--- src/hdl/hill3_pkg.sv ---
package hill3_pkg;

  localparam int MODULUS = 26;
  localparam int MAT_N   = 9;
  localparam logic [10:0] MOD_SQ = 11'd676;

  // configuration register indexes
  localparam logic [1:0] REG_KEY_ROW0 = 2'd0;
  localparam logic [1:0] REG_KEY_ROW1 = 2'd1;
  localparam logic [1:0] REG_KEY_ROW2 = 2'd2;
  localparam logic [1:0] REG_MODE     = 2'd3;

  localparam logic [1:0] LAST_COL = 2'd2;

  typedef struct packed {
    logic       capture;
    logic       key_load;
    logic       inv_mode;
    logic       prod_en;
    logic [3:0] prod_idx;
    logic       wr_en;
    logic [3:0] wr_idx;
    logic       det_sum;
    logic       det_done;
    logic       copy_key;
    logic       step;
    logic       col_sum;
    logic       out_load;
    logic       err_load;
    logic [1:0] col;
  } hill3_cmd_t;

  typedef struct packed {
    logic good;
    logic mode;
    logic emit3;
    logic err;
    logic last;
    logic out_free;
  } hill3_status_t;

  // x mod 26 for x < 2048, by conditional subtraction of 26 * 2^s
  function automatic logic [4:0] mod26(input logic [10:0] x);
    logic [10:0] r;
    r = x;
    for (int s = 6; s >= 0; s--) begin
      if (r >= (11'(MODULUS) << s)) r = r - (11'(MODULUS) << s);
    end
    return r[4:0];
  endfunction

  function automatic logic [4:0] reduce5(input logic [4:0] x);
    return (x >= 5'(MODULUS)) ? 5'(x - 5'(MODULUS)) : x;
  endfunction

  // multiplicative inverse mod 26, zero when none exists
  function automatic logic [4:0] inv26(input logic [4:0] d);
    logic [4:0] r;
    unique case (d)
      5'd1:    r = 5'd1;
      5'd3:    r = 5'd9;
      5'd5:    r = 5'd21;
      5'd7:    r = 5'd15;
      5'd9:    r = 5'd3;
      5'd11:   r = 5'd19;
      5'd15:   r = 5'd7;
      5'd17:   r = 5'd23;
      5'd19:   r = 5'd11;
      5'd21:   r = 5'd5;
      5'd23:   r = 5'd17;
      5'd25:   r = 5'd25;
      default: r = 5'd0;
    endcase
    return r;
  endfunction

  // row-major index n = 3i+j mapped to 3j+i
  function automatic logic [3:0] transpose_idx(input logic [3:0] n);
    logic [3:0] r;
    unique case (n)
      4'd1:    r = 4'd3;
      4'd2:    r = 4'd6;
      4'd3:    r = 4'd1;
      4'd5:    r = 4'd7;
      4'd6:    r = 4'd2;
      4'd7:    r = 4'd5;
      default: r = n;
    endcase
    return r;
  endfunction

endpackage

--- src/hdl/hill3_if.sv ---
interface hill3_in_if;
  logic       valid;
  logic       ready;
  logic [4:0] letter_code;
  logic       message_end;

  modport source (output valid, output letter_code, output message_end, input ready);
  modport sink   (input valid, input letter_code, input message_end, output ready);
endinterface

interface hill3_out_if;
  logic       valid;
  logic       ready;
  logic [4:0] out_letter;
  logic       key_error;
  logic       run_last;

  modport source (output valid, output out_letter, output key_error, output run_last,
                  input ready);
  modport sink   (input valid, input out_letter, input key_error, input run_last,
                  output ready);
endinterface

--- src/hdl/hill3_ctrl.sv ---
module hill3_ctrl (
  input  logic                    clk_i,
  input  logic                    rst_ni,
  input  logic                    in_valid_i,
  output logic                    in_ready_o,
  input  hill3_pkg::hill3_status_t status_i,
  output hill3_pkg::hill3_cmd_t    cmd_o
);

  typedef enum logic [10:0] {
    S_IDLE = 11'b000_0000_0001,
    S_KEY  = 11'b000_0000_0010,
    S_COF  = 11'b000_0000_0100,
    S_DETP = 11'b000_0000_1000,
    S_DETM = 11'b000_0001_0000,
    S_PICK = 11'b000_0010_0000,
    S_INV  = 11'b000_0100_0000,
    S_STEP = 11'b000_1000_0000,
    S_SUM  = 11'b001_0000_0000,
    S_OUT  = 11'b010_0000_0000,
    S_ERR  = 11'b100_0000_0000
  } state_e;

  state_e     state_q, state_d;
  logic [3:0] cnt_q, cnt_d;
  logic [1:0] col_q, col_d;
  logic       mtx_ready_q, mtx_ready_d;

  always_comb begin
    state_d     = state_q;
    cnt_d       = cnt_q;
    col_d       = col_q;
    mtx_ready_d = mtx_ready_q;
    in_ready_o  = 1'b0;
    cmd_o       = '0;
    cmd_o.col   = col_q;
    unique case (state_q)
      S_IDLE: begin
        in_ready_o = 1'b1;
        if (in_valid_i) begin
          cmd_o.capture = 1'b1;
          state_d = mtx_ready_q ? S_STEP : S_KEY;
        end
      end
      S_KEY: begin
        cmd_o.key_load = 1'b1;
        cnt_d   = '0;
        state_d = S_COF;
      end
      S_COF, S_INV: begin
        // product for entry cnt; entry cnt-1 is reduced from the product registered in the previous cycle
        cmd_o.inv_mode = (state_q == S_INV);
        cmd_o.prod_en  = (cnt_q < 4'(hill3_pkg::MAT_N));
        cmd_o.prod_idx = cnt_q;
        cmd_o.wr_en    = (cnt_q != 4'd0);
        cmd_o.wr_idx   = 4'(cnt_q - 4'd1);
        cnt_d = 4'(cnt_q + 4'd1);
        if (cnt_q == 4'(hill3_pkg::MAT_N)) begin
          state_d = (state_q == S_INV) ? S_STEP : S_DETP;
        end
      end
      S_DETP: begin
        cmd_o.det_sum = 1'b1;
        state_d = S_DETM;
      end
      S_DETM: begin
        cmd_o.det_done = 1'b1;
        state_d = S_PICK;
      end
      S_PICK: begin
        if (status_i.good && status_i.mode) begin
          cnt_d   = '0;
          state_d = S_INV;
        end else begin
          cmd_o.copy_key = 1'b1;
          state_d = S_STEP;
        end
      end
      S_STEP: begin
        cmd_o.step  = 1'b1;
        mtx_ready_d = !status_i.last;
        col_d       = '0;
        priority if (status_i.emit3) state_d = S_SUM;
        else if (status_i.err)       state_d = S_ERR;
        else                         state_d = S_IDLE;
      end
      S_SUM: begin
        cmd_o.col_sum = 1'b1;
        state_d = S_OUT;
      end
      S_OUT: begin
        if (status_i.out_free) begin
          cmd_o.out_load = 1'b1;
          if (col_q == hill3_pkg::LAST_COL) begin
            state_d = S_IDLE;
          end else begin
            col_d   = 2'(col_q + 2'd1);
            state_d = S_SUM;
          end
        end
      end
      S_ERR: begin
        if (status_i.out_free) begin
          cmd_o.err_load = 1'b1;
          state_d = S_IDLE;
        end
      end
      default: state_d = S_IDLE;
    endcase
  end

  always_ff @(posedge clk_i or negedge rst_ni) begin
    if (!rst_ni) begin
      state_q     <= S_IDLE;
      cnt_q       <= '0;
      col_q       <= '0;
      mtx_ready_q <= 1'b0;
    end else begin
      state_q     <= state_d;
      cnt_q       <= cnt_d;
      col_q       <= col_d;
      mtx_ready_q <= mtx_ready_d;
    end
  end

endmodule

--- src/hdl/hill3_dp.sv ---
module hill3_dp (
  input  logic                    clk_i,
  input  logic                    rst_ni,
  input  logic                    cfg_we_i,
  input  logic [1:0]              cfg_idx_i,
  input  logic [14:0]             cfg_data_i,
  input  logic [4:0]              in_letter_i,
  input  logic                    in_end_i,
  output logic                    out_valid_o,
  input  logic                    out_ready_i,
  output logic [4:0]              out_letter_o,
  output logic                    out_key_error_o,
  output logic                    out_run_last_o,
  input  hill3_pkg::hill3_cmd_t    cmd_i,
  output hill3_pkg::hill3_status_t status_o
);

  logic [14:0] key_row_q [3];
  logic        mode_q;

  logic [4:0]  letter_q;
  logic        end_q;

  logic [4:0]  k_q   [9];
  logic [4:0]  cof_q [9];
  logic [4:0]  act_q [9];
  logic [9:0]  pa_q, pb_q;
  logic [9:0]  pa_d, pb_d;
  logic [10:0] det_sum_q;
  logic [4:0]  dinv_q, dinv_d;
  logic        good_q;
  logic [4:0]  red_val;

  logic [1:0]  bp_q, bp_d;
  logic [1:0]  hc_q, hc_d;
  logic [4:0]  buf_q  [2];
  logic [4:0]  head_q [2];
  logic [4:0]  buf_d  [2];
  logic [4:0]  head_d [2];
  logic [4:0]  v_q [3];
  logic [4:0]  v_d [3];
  logic        last_q;
  logic        long_msg;

  logic [10:0] sum_q, sum_d;
  logic [4:0]  m0, m1, m2;

  logic        out_valid_q;
  logic [4:0]  out_letter_q;
  logic        key_error_q;
  logic        run_last_q;

  // configuration registers
  always_ff @(posedge clk_i or negedge rst_ni) begin
    if (!rst_ni) begin
      key_row_q[0] <= '0;
      key_row_q[1] <= '0;
      key_row_q[2] <= '0;
      mode_q       <= 1'b0;
    end else if (cfg_we_i) begin
      unique case (cfg_idx_i)
        hill3_pkg::REG_KEY_ROW0: key_row_q[0] <= cfg_data_i;
        hill3_pkg::REG_KEY_ROW1: key_row_q[1] <= cfg_data_i;
        hill3_pkg::REG_KEY_ROW2: key_row_q[2] <= cfg_data_i;
        hill3_pkg::REG_MODE:     mode_q       <= cfg_data_i[0];
      endcase
    end
  end

  // operand products: cofactor pair, or cofactor times inverse determinant
  always_comb begin
    pa_d = '0;
    pb_d = '0;
    if (cmd_i.inv_mode) begin
      pa_d = 10'(cof_q[0]) * 10'(dinv_q);
    end else begin
      unique case (cmd_i.prod_idx)
        4'd0: begin pa_d = 10'(k_q[4]) * 10'(k_q[8]); pb_d = 10'(k_q[5]) * 10'(k_q[7]); end
        4'd1: begin pa_d = 10'(k_q[5]) * 10'(k_q[6]); pb_d = 10'(k_q[3]) * 10'(k_q[8]); end
        4'd2: begin pa_d = 10'(k_q[3]) * 10'(k_q[7]); pb_d = 10'(k_q[4]) * 10'(k_q[6]); end
        4'd3: begin pa_d = 10'(k_q[7]) * 10'(k_q[2]); pb_d = 10'(k_q[8]) * 10'(k_q[1]); end
        4'd4: begin pa_d = 10'(k_q[8]) * 10'(k_q[0]); pb_d = 10'(k_q[6]) * 10'(k_q[2]); end
        4'd5: begin pa_d = 10'(k_q[6]) * 10'(k_q[1]); pb_d = 10'(k_q[7]) * 10'(k_q[0]); end
        4'd6: begin pa_d = 10'(k_q[1]) * 10'(k_q[5]); pb_d = 10'(k_q[2]) * 10'(k_q[4]); end
        4'd7: begin pa_d = 10'(k_q[2]) * 10'(k_q[3]); pb_d = 10'(k_q[0]) * 10'(k_q[5]); end
        default: begin pa_d = 10'(k_q[0]) * 10'(k_q[4]); pb_d = 10'(k_q[1]) * 10'(k_q[3]); end
      endcase
    end
  end

  assign red_val = hill3_pkg::mod26(11'(pa_q) + hill3_pkg::MOD_SQ - 11'(pb_q));
  assign dinv_d  = hill3_pkg::inv26(hill3_pkg::mod26(det_sum_q));

  // letter step: group gathering and wrap-around padding of a short final group
  assign long_msg = (hc_q >= 2'd2);

  always_comb begin
    head_d[0] = (hc_q == 2'd0) ? letter_q : head_q[0];
    head_d[1] = (hc_q == 2'd1) ? letter_q : head_q[1];
    buf_d[0]  = buf_q[0];
    buf_d[1]  = buf_q[1];
    v_d[0]    = letter_q;
    v_d[1]    = letter_q;
    v_d[2]    = letter_q;
    bp_d      = 2'd0;
    unique case (bp_q)
      2'd0: begin
        if (long_msg) begin
          v_d[1] = head_d[0];
          v_d[2] = head_d[1];
        end
        buf_d[0] = letter_q;
        bp_d     = end_q ? 2'd0 : 2'd1;
      end
      2'd1: begin
        v_d[0]   = buf_q[0];
        v_d[2]   = long_msg ? head_d[0] : buf_q[0];
        buf_d[1] = letter_q;
        bp_d     = end_q ? 2'd0 : 2'd2;
      end
      default: begin
        v_d[0] = buf_q[0];
        v_d[1] = buf_q[1];
        bp_d   = 2'd0;
      end
    endcase
    if (end_q)                hc_d = 2'd0;
    else if (hc_q == 2'd3)    hc_d = 2'd3;
    else                      hc_d = 2'(hc_q + 2'd1);
  end

  // column select for the vector-matrix product
  always_comb begin
    unique case (cmd_i.col)
      2'd0:    begin m0 = act_q[0]; m1 = act_q[3]; m2 = act_q[6]; end
      2'd1:    begin m0 = act_q[1]; m1 = act_q[4]; m2 = act_q[7]; end
      default: begin m0 = act_q[2]; m1 = act_q[5]; m2 = act_q[8]; end
    endcase
    sum_d = 11'(10'(v_q[0]) * 10'(m0)) + 11'(10'(v_q[1]) * 10'(m1))
          + 11'(10'(v_q[2]) * 10'(m2));
  end

  // payload registers
  always_ff @(posedge clk_i) begin
    if (cmd_i.capture) begin
      letter_q <= hill3_pkg::reduce5(in_letter_i);
      end_q    <= in_end_i;
    end
    if (cmd_i.key_load) begin
      for (int r = 0; r < 3; r++) begin
        for (int c = 0; c < 3; c++) begin
          k_q[3*r+c] <= hill3_pkg::reduce5(key_row_q[r][5*c +: 5]);
        end
      end
    end
    if (cmd_i.prod_en) begin
      pa_q <= pa_d;
      pb_q <= pb_d;
    end
    if (!cmd_i.inv_mode && cmd_i.wr_en) begin
      for (int i = 0; i < 8; i++) cof_q[i] <= cof_q[i+1];
      cof_q[8] <= red_val;
    end else if (cmd_i.inv_mode && cmd_i.prod_en) begin
      for (int i = 0; i < 8; i++) cof_q[i] <= cof_q[i+1];
      cof_q[8] <= cof_q[0];
    end
    if (cmd_i.inv_mode && cmd_i.wr_en) begin
      act_q[hill3_pkg::transpose_idx(cmd_i.wr_idx)] <= red_val;
    end else if (cmd_i.copy_key) begin
      act_q <= k_q;
    end
    if (cmd_i.det_sum) begin
      det_sum_q <= 11'(10'(k_q[0]) * 10'(cof_q[0])) + 11'(10'(k_q[1]) * 10'(cof_q[1]))
                 + 11'(10'(k_q[2]) * 10'(cof_q[2]));
    end
    if (cmd_i.det_done) begin
      dinv_q <= dinv_d;
      good_q <= (dinv_d != 5'd0);
    end
    if (cmd_i.step) begin
      v_q    <= v_d;
      last_q <= end_q;
    end
    if (cmd_i.col_sum) sum_q <= sum_d;
    if (cmd_i.out_load) begin
      out_letter_q <= hill3_pkg::mod26(sum_q);
      key_error_q  <= 1'b0;
      run_last_q   <= last_q && (cmd_i.col == hill3_pkg::LAST_COL);
    end else if (cmd_i.err_load) begin
      out_letter_q <= 5'd0;
      key_error_q  <= 1'b1;
      run_last_q   <= 1'b1;
    end
  end

  // message state and output valid
  always_ff @(posedge clk_i or negedge rst_ni) begin
    if (!rst_ni) begin
      bp_q        <= '0;
      hc_q        <= '0;
      buf_q[0]    <= '0;
      buf_q[1]    <= '0;
      head_q[0]   <= '0;
      head_q[1]   <= '0;
      out_valid_q <= 1'b0;
    end else begin
      if (cmd_i.step) begin
        bp_q   <= bp_d;
        hc_q   <= hc_d;
        buf_q  <= buf_d;
        head_q <= head_d;
      end
      if (cmd_i.out_load || cmd_i.err_load) out_valid_q <= 1'b1;
      else if (out_ready_i)                 out_valid_q <= 1'b0;
    end
  end

  assign status_o.good     = good_q;
  assign status_o.mode     = mode_q;
  assign status_o.emit3    = good_q && ((bp_q == 2'd2) || end_q);
  assign status_o.err      = end_q && !good_q;
  assign status_o.last     = end_q;
  assign status_o.out_free = !out_valid_q || out_ready_i;

  assign out_valid_o     = out_valid_q;
  assign out_letter_o    = out_letter_q;
  assign out_key_error_o = key_error_q;
  assign out_run_last_o  = run_last_q;

endmodule

--- src/hdl/hill_cipher_3x3_mod26_core.sv ---
// 3x3 Hill cipher over letter codes 0..25.
// Input channel in_if: one letter per transaction, message_end marks the final
// letter. Output channel out_if: transformed letters, three per completed group
// of three; a short final group is padded from the first letters of the message.
// A key whose determinant has no inverse mod 26 gives no letters, only a single
// transaction with key_error and run_last set on the final letter.
// Configuration: cfg_we_i/cfg_idx_i/cfg_data_i write key rows 0..2 and the mode
// (0 encrypt, 1 decrypt with inverse key); the key is taken at a message's
// first letter.
// Sequence: while a group fills, each accepted letter passes the step state and
// the sequencer then waits for the next; the letter that completes a group takes
// a step, then a sum and a reduce for each of the three results. The first letter
// of a message first runs the key setup (cofactor pass over nine entries,
// determinant, inverse lookup) and, in decrypt mode with an invertible key, the
// second pass that scales the adjugate.
// in_if.ready is high only while the sequencer waits for a letter. Results sit
// in an output register; if the receiver stalls, the next result waits in the
// sequencer until that register frees. Reset clears the message state, the key
// and mode registers and output valid; no transaction is pending afterward.
module hill_cipher_3x3_mod26_core (
  input  logic         clk_i,
  input  logic         rst_ni,
  input  logic         cfg_we_i,
  input  logic [1:0]   cfg_idx_i,
  input  logic [14:0]  cfg_data_i,
  hill3_in_if.sink     in_if,
  hill3_out_if.source  out_if
);

  hill3_pkg::hill3_cmd_t    cmd;
  hill3_pkg::hill3_status_t status;

  hill3_ctrl u_ctrl (
    .clk_i      (clk_i),
    .rst_ni     (rst_ni),
    .in_valid_i (in_if.valid),
    .in_ready_o (in_if.ready),
    .status_i   (status),
    .cmd_o      (cmd)
  );

  hill3_dp u_dp (
    .clk_i           (clk_i),
    .rst_ni          (rst_ni),
    .cfg_we_i        (cfg_we_i),
    .cfg_idx_i       (cfg_idx_i),
    .cfg_data_i      (cfg_data_i),
    .in_letter_i     (in_if.letter_code),
    .in_end_i        (in_if.message_end),
    .out_valid_o     (out_if.valid),
    .out_ready_i     (out_if.ready),
    .out_letter_o    (out_if.out_letter),
    .out_key_error_o (out_if.key_error),
    .out_run_last_o  (out_if.run_last),
    .cmd_i           (cmd),
    .status_o        (status)
  );

endmodule

--- src/flat_wrapper.sv ---
// flat-port wrapper written by rule: the top's interface ports become plain ports
module hill_cipher_3x3_mod26_core_flat 
  (clk_i, rst_ni, cfg_we_i, cfg_idx_i, cfg_data_i, in_if_valid, in_if_letter_code, in_if_message_end, in_if_ready, out_if_valid, out_if_out_letter, out_if_key_error, out_if_run_last, out_if_ready);
  hill3_in_if in_if_i ();
  hill3_out_if out_if_i ();
  input  logic clk_i;
  input  logic rst_ni;
  input  logic cfg_we_i;
  input  logic [1:0] cfg_idx_i;
  input  logic [14:0] cfg_data_i;
  input wire logic [$bits(in_if_i.valid)-1:0] in_if_valid;
  input wire logic [$bits(in_if_i.letter_code)-1:0] in_if_letter_code;
  input wire logic [$bits(in_if_i.message_end)-1:0] in_if_message_end;
  output wire logic [$bits(in_if_i.ready)-1:0] in_if_ready;
  output wire logic [$bits(out_if_i.valid)-1:0] out_if_valid;
  output wire logic [$bits(out_if_i.out_letter)-1:0] out_if_out_letter;
  output wire logic [$bits(out_if_i.key_error)-1:0] out_if_key_error;
  output wire logic [$bits(out_if_i.run_last)-1:0] out_if_run_last;
  input wire logic [$bits(out_if_i.ready)-1:0] out_if_ready;
  assign in_if_i.valid = in_if_valid;
  assign in_if_i.letter_code = in_if_letter_code;
  assign in_if_i.message_end = in_if_message_end;
  assign in_if_ready = in_if_i.ready;
  assign out_if_valid = out_if_i.valid;
  assign out_if_out_letter = out_if_i.out_letter;
  assign out_if_key_error = out_if_i.key_error;
  assign out_if_run_last = out_if_i.run_last;
  assign out_if_i.ready = out_if_ready;
  hill_cipher_3x3_mod26_core u_core (.clk_i(clk_i), .rst_ni(rst_ni), .cfg_we_i(cfg_we_i), .cfg_idx_i(cfg_idx_i), .cfg_data_i(cfg_data_i), .in_if(in_if_i), .out_if(out_if_i));
endmodule
--- config.mk ---
export PLATFORM = sky130hd
export DESIGN_NAME = hill_cipher_3x3_mod26_core_flat
export DESIGN_NICKNAME = d
export VERILOG_FILES = /design/src/hdl/hill3_pkg.sv /design/src/hdl/hill3_if.sv /design/src/hdl/hill3_ctrl.sv /design/src/hdl/hill3_dp.sv /design/src/hdl/hill_cipher_3x3_mod26_core.sv /design/src/flat_wrapper.sv
export SDC_FILE = /design/constraint.sdc
export NUM_CORES = 2
export LEC_CHECK = 0
export CAP_MARGIN = 20
export CORE_MARGIN = 2
export CORE_UTILIZATION = 40
export CTS_CLUSTER_SIZE = 24
export DETAILED_ROUTE_END_ITERATION = 10
export DONT_BUFFER_PORTS = 1
export HOLD_SLACK_MARGIN = 0.15
export PLACE_DENSITY = 0.63
export SLEW_MARGIN = 25
export SYNTH_ARGS = -nofsm -noshare
export SYNTH_HDL_FRONTEND = slang
export SYNTH_SLANG_ARGS = --single-unit
--- constraint.sdc ---
create_clock -name clk_i -period 17.2 [get_ports clk_i]
set_input_delay 0 -clock clk_i [delete_from_list [all_inputs] [get_ports clk_i]]
set_output_delay 0 -clock clk_i [all_outputs]
set_load 0.02 [all_outputs]
==> summary.txt <==
Layout cells sized above 1 -> 0.0625
Worst min path class -> input pin to flop
Final slew viol count -> 0
Number of iterations in the first detailed-routing pass -> 6
Fin. Hold Viols -> 0
Area growth from synthesis to final layout -> 8.51%
CTS clk-pin slew, worst paths -> 60 ps
Maximum level of the CTS H-tree -> 2
Clock insertion delay at the later pin of the skew report -> 580 ps
Number of vias after detailed routing -> 30000
Estimated wirelength of the detail-placed design -> 73700 um
Mean post-synth cell area -> 9.10 um2
Number of max-capacitance violations reported -> 0
Cell chosen for the clock root -> clkbuf_16
Synth area leaders -> edfxtp_1, ha_1, fa_1
Final critical-path share of the clock period -> 0.546
FF-to-FF path depth -> 31
Final clock skew -> 48.3 ps
Highest clock frequency the design can meet -> 0.106 GHz
Number of antenna cells inserted -> 0
Maximum number of pins on one net before global-route repair -> 89
Final hold slack -> 201 ps
Largest area contributor in the netlist -> edfxtp_1
Number of CTS-inserted buffers -> 35
Net count of the mapped netlist -> 4948
Number of antenna violations at the first check in global routing -> 1
Remaining Overflow, GRT -> 0
Run status -> completed
Async set-or-reset flop fraction in the synthesized netlist -> 0.296
Starting density of the core -> 0.404
DR iter-0 viols -> 2279
Flip-flop and latch count after synthesis -> 301
Number of enable-type register cells in the synthesized netlist -> 211
Cell occurring most often along the worst timing path -> ha_1
Hold Path Stages -> 2
Final sum of negative setup slack -> 0 ps
Final net count -> 4935
Setup crit start kind -> flop
I/O pin cnt -> 37
Number of global-route vias before repair -> 29200
Horizontal extent of the die -> 312 um
TritonCTS clock tree -> done
Proportion of netlist area held by the largest area contributor -> 0.167
Yosys warning total -> 0
Remaining antenna violation count after routing -> 0
Tightest slew margin relative to the limit -> 0.239
Global placer's final weighted congestion -> 0.925
Number of buffers between clock root and the deepest sink -> 3
Cell count after synthesis -> 4159
Syn Std Cell Area -> 37900 um2
Number of standard-cell rows in the floorplan -> 112
Sequential element share of the synthesized area -> 0.227
Setup crit end kind -> flop
GRT Total Usage -> 0.204
Global-route wire length before repair -> 160000 um
Floorplan core area -> 93600 um2
Top FF cell, synth -> edfxtp_1
Clock period minus worst slack -> 9390 ps
Number of sinks handled by clock tree synthesis -> 301
Crit path required time -> 17520 ps
DRC violation count after routing -> 0
Number of I/O port buffers -> 0
Final core area utilization -> 0.439
Count of cell types in the netlist -> 107
Max incr delay on CP -> 570 ps
Final wirelength -> 99000 um
Critical-path maximum fanout -> 9
Slowest cell on the critical path -> or4_1
Setup violations, final -> 0
Type of the worst setup path -> flop to flop
Worst path arrival time -> 9710 ps
Vias per cell -> 5.52
DIE HEIGHT -> 312 um
Transition at the pin with the smallest max-transition slack -> 1140 ps
Routed wirelength normalized by instance count -> 18.2 um
Fillers -> 9232
Unrepaired setup endpoints after global routing -> no
Total die area -> 97100 um2
final cells by class:
class                           instances  area (um2)  share of cell area
Timing Repair Buffer                  115        1040              0.0253
Multi-Input combinational cell       3101       26500               0.645
Inverter                              592        2220              0.0541
Sequential cell                       301        8580               0.209
Clock inverter                         22         259             0.00630
Clock buffer                           42         922              0.0224
Tap cell                             1254        1570              0.0382
worst paths after layout:
kind | start | end | slack [ps]
max in group asynchronous | rst_ni | u_core.u_dp.key_row_q[8] | 16020
min | cfg_data_i[14] | u_core.u_dp.key_row_q[14] | 200
max | u_core.u_dp.det_sum_q[8] | u_core.u_dp.dinv_q[2] | 7810
max reg2reg | u_core.u_dp.det_sum_q[8] | u_core.u_dp.dinv_q[2] | 7810
min in group asynchronous | rst_ni | u_core.u_ctrl.state_q[0] | 670
min reg2reg | u_core.u_dp.cof_q[0][15] | u_core.u_dp.cof_q[0][10] | 410
logic make-up after synthesis:
logic type | share of synthesized area
multiplexers | 0.0333
AO/OA/AOI/OAI | 0.156
flip-flops | 0.227
XOR/XNOR | 0.0397
AND/OR/NAND/NOR | 0.161
buffers and inverters | 0.0758
adder cells (fa/ha/maj) | 0.308
state kept, by name, summed over array words and instances (netlist names), 2 cells and up:
signal                    cells
u_core.u_dp.key_row_q        45
u_core.u_dp.dinv_q            5
u_core.u_dp.buf_q            10
u_core.u_dp.bp_q              2
u_core.u_dp.det_sum_q        11
u_core.u_dp.pa_q             10
u_core.u_ctrl.col_q           2
u_core.u_dp.hc_q              2
u_core.u_dp.letter_q          5
u_core.u_dp.sum_q            11
u_core.u_dp.k_q              45
u_core.u_dp.pb_q             10
u_core.u_dp.act_q            45
u_core.u_dp.v_q              15
u_core.u_dp.out_letter_o      5
u_core.u_ctrl.cnt_q           4
u_core.u_dp.cof_q            45
u_core.u_ctrl.state_q        11
u_core.u_dp.head_q           10
metrics by stage:
step | instance area (um2) | worst slack, ps | std cells
after floorplan | 37900 | 9100 | 4159
after global placement | 39300 | 8100 | 5306
after detailed placement | 39300 | 8050 | 5306
after CTS | 41100 | 7990 | 5427
after global routing | 41100 | 7110 | 5427
final | 41100 | 7810 | 5427
per-layer routing:
layer	track usage	up-vias	wire length (um)
li1	-	14200	-
met1	0.280	14800	44400
met2	0.335	774	45900
met3	0.0223	157	5440
met4	0.0644	0	3220
met5	0	-	0
synthesized netlist by cell type (all sizes together) (12+ instances only):
cell / count
ha: 477
mux2: 89
a21o: 95
nand2: 476
nor4: 17
o21a: 29
a22oi: 37
o211ai: 24
o21ai: 159
fa: 284
nand4: 13
xnor2: 113
o21bai: 31
nor2b: 31
o31ai: 23
or3: 12
and2: 326
dfrtp: 88
a21oi: 163
inv: 591
a31oi: 31
nand3: 46
a211oi: 18
a221oi: 22
xor2: 57
mux2i: 26
nor3: 46
clkbuf: 154
a22o: 48
o22ai: 40
nor2: 135
and3: 15
a21boi: 13
edfxtp: 211
nor3b: 15
nand2b: 29
cells in the final DEF (no fill, tap or decap), types with 13 or more instances in the layout:
cell type        n
and3_1          15
o21a_1          29
and2_1         326
nor2b_1         31
o21ai_1         15
a211oi_1        15
nand4_1         13
mux2_2          88
fa_1           284
a221oi_1        21
a31oi_1         30
a22o_1          48
ha_1           477
o21bai_1        31
nand3_1         46
clkbuf_16       35
nand2_1        476
buf_4           58
dlygate4sd3_1   55
nor4_1          13
nor3_1          44
edfxtp_1       211
o31ai_1         22
o211ai_1        24
a21oi_1        157
xor2_1          57
xnor2_1        111
inv_1          589
nor2_1         135
dfrtp_1         88
nand2b_1        29
o22ai_1         38
mux2i_1         26
a22oi_1         37
o21ai_0        140
a21o_1          95
critical path, delay by kind of cell, from the launching register on:
family                   cells  cell delay (ps)
AO/OA/AOI/OAI               11             3090
AND/OR/NAND/NOR              7             2100
XOR/XNOR                     4             1250
adder cells (fa/ha/maj)      4             1190
multiplexers                 3              790
flip-flops                   1              460
buffers and inverters        2              240
what timing repair did:
item / in CTS / in global routing
gates resized for setup: 0 / 0
setup buffers: 0 / 0
hold endpoints to repair: 170 / 0
hold buffers: 57 / 0
Power is not shown: default switching activity piles up to over one toggle a cycle in this logic, so the estimate is an artifact.
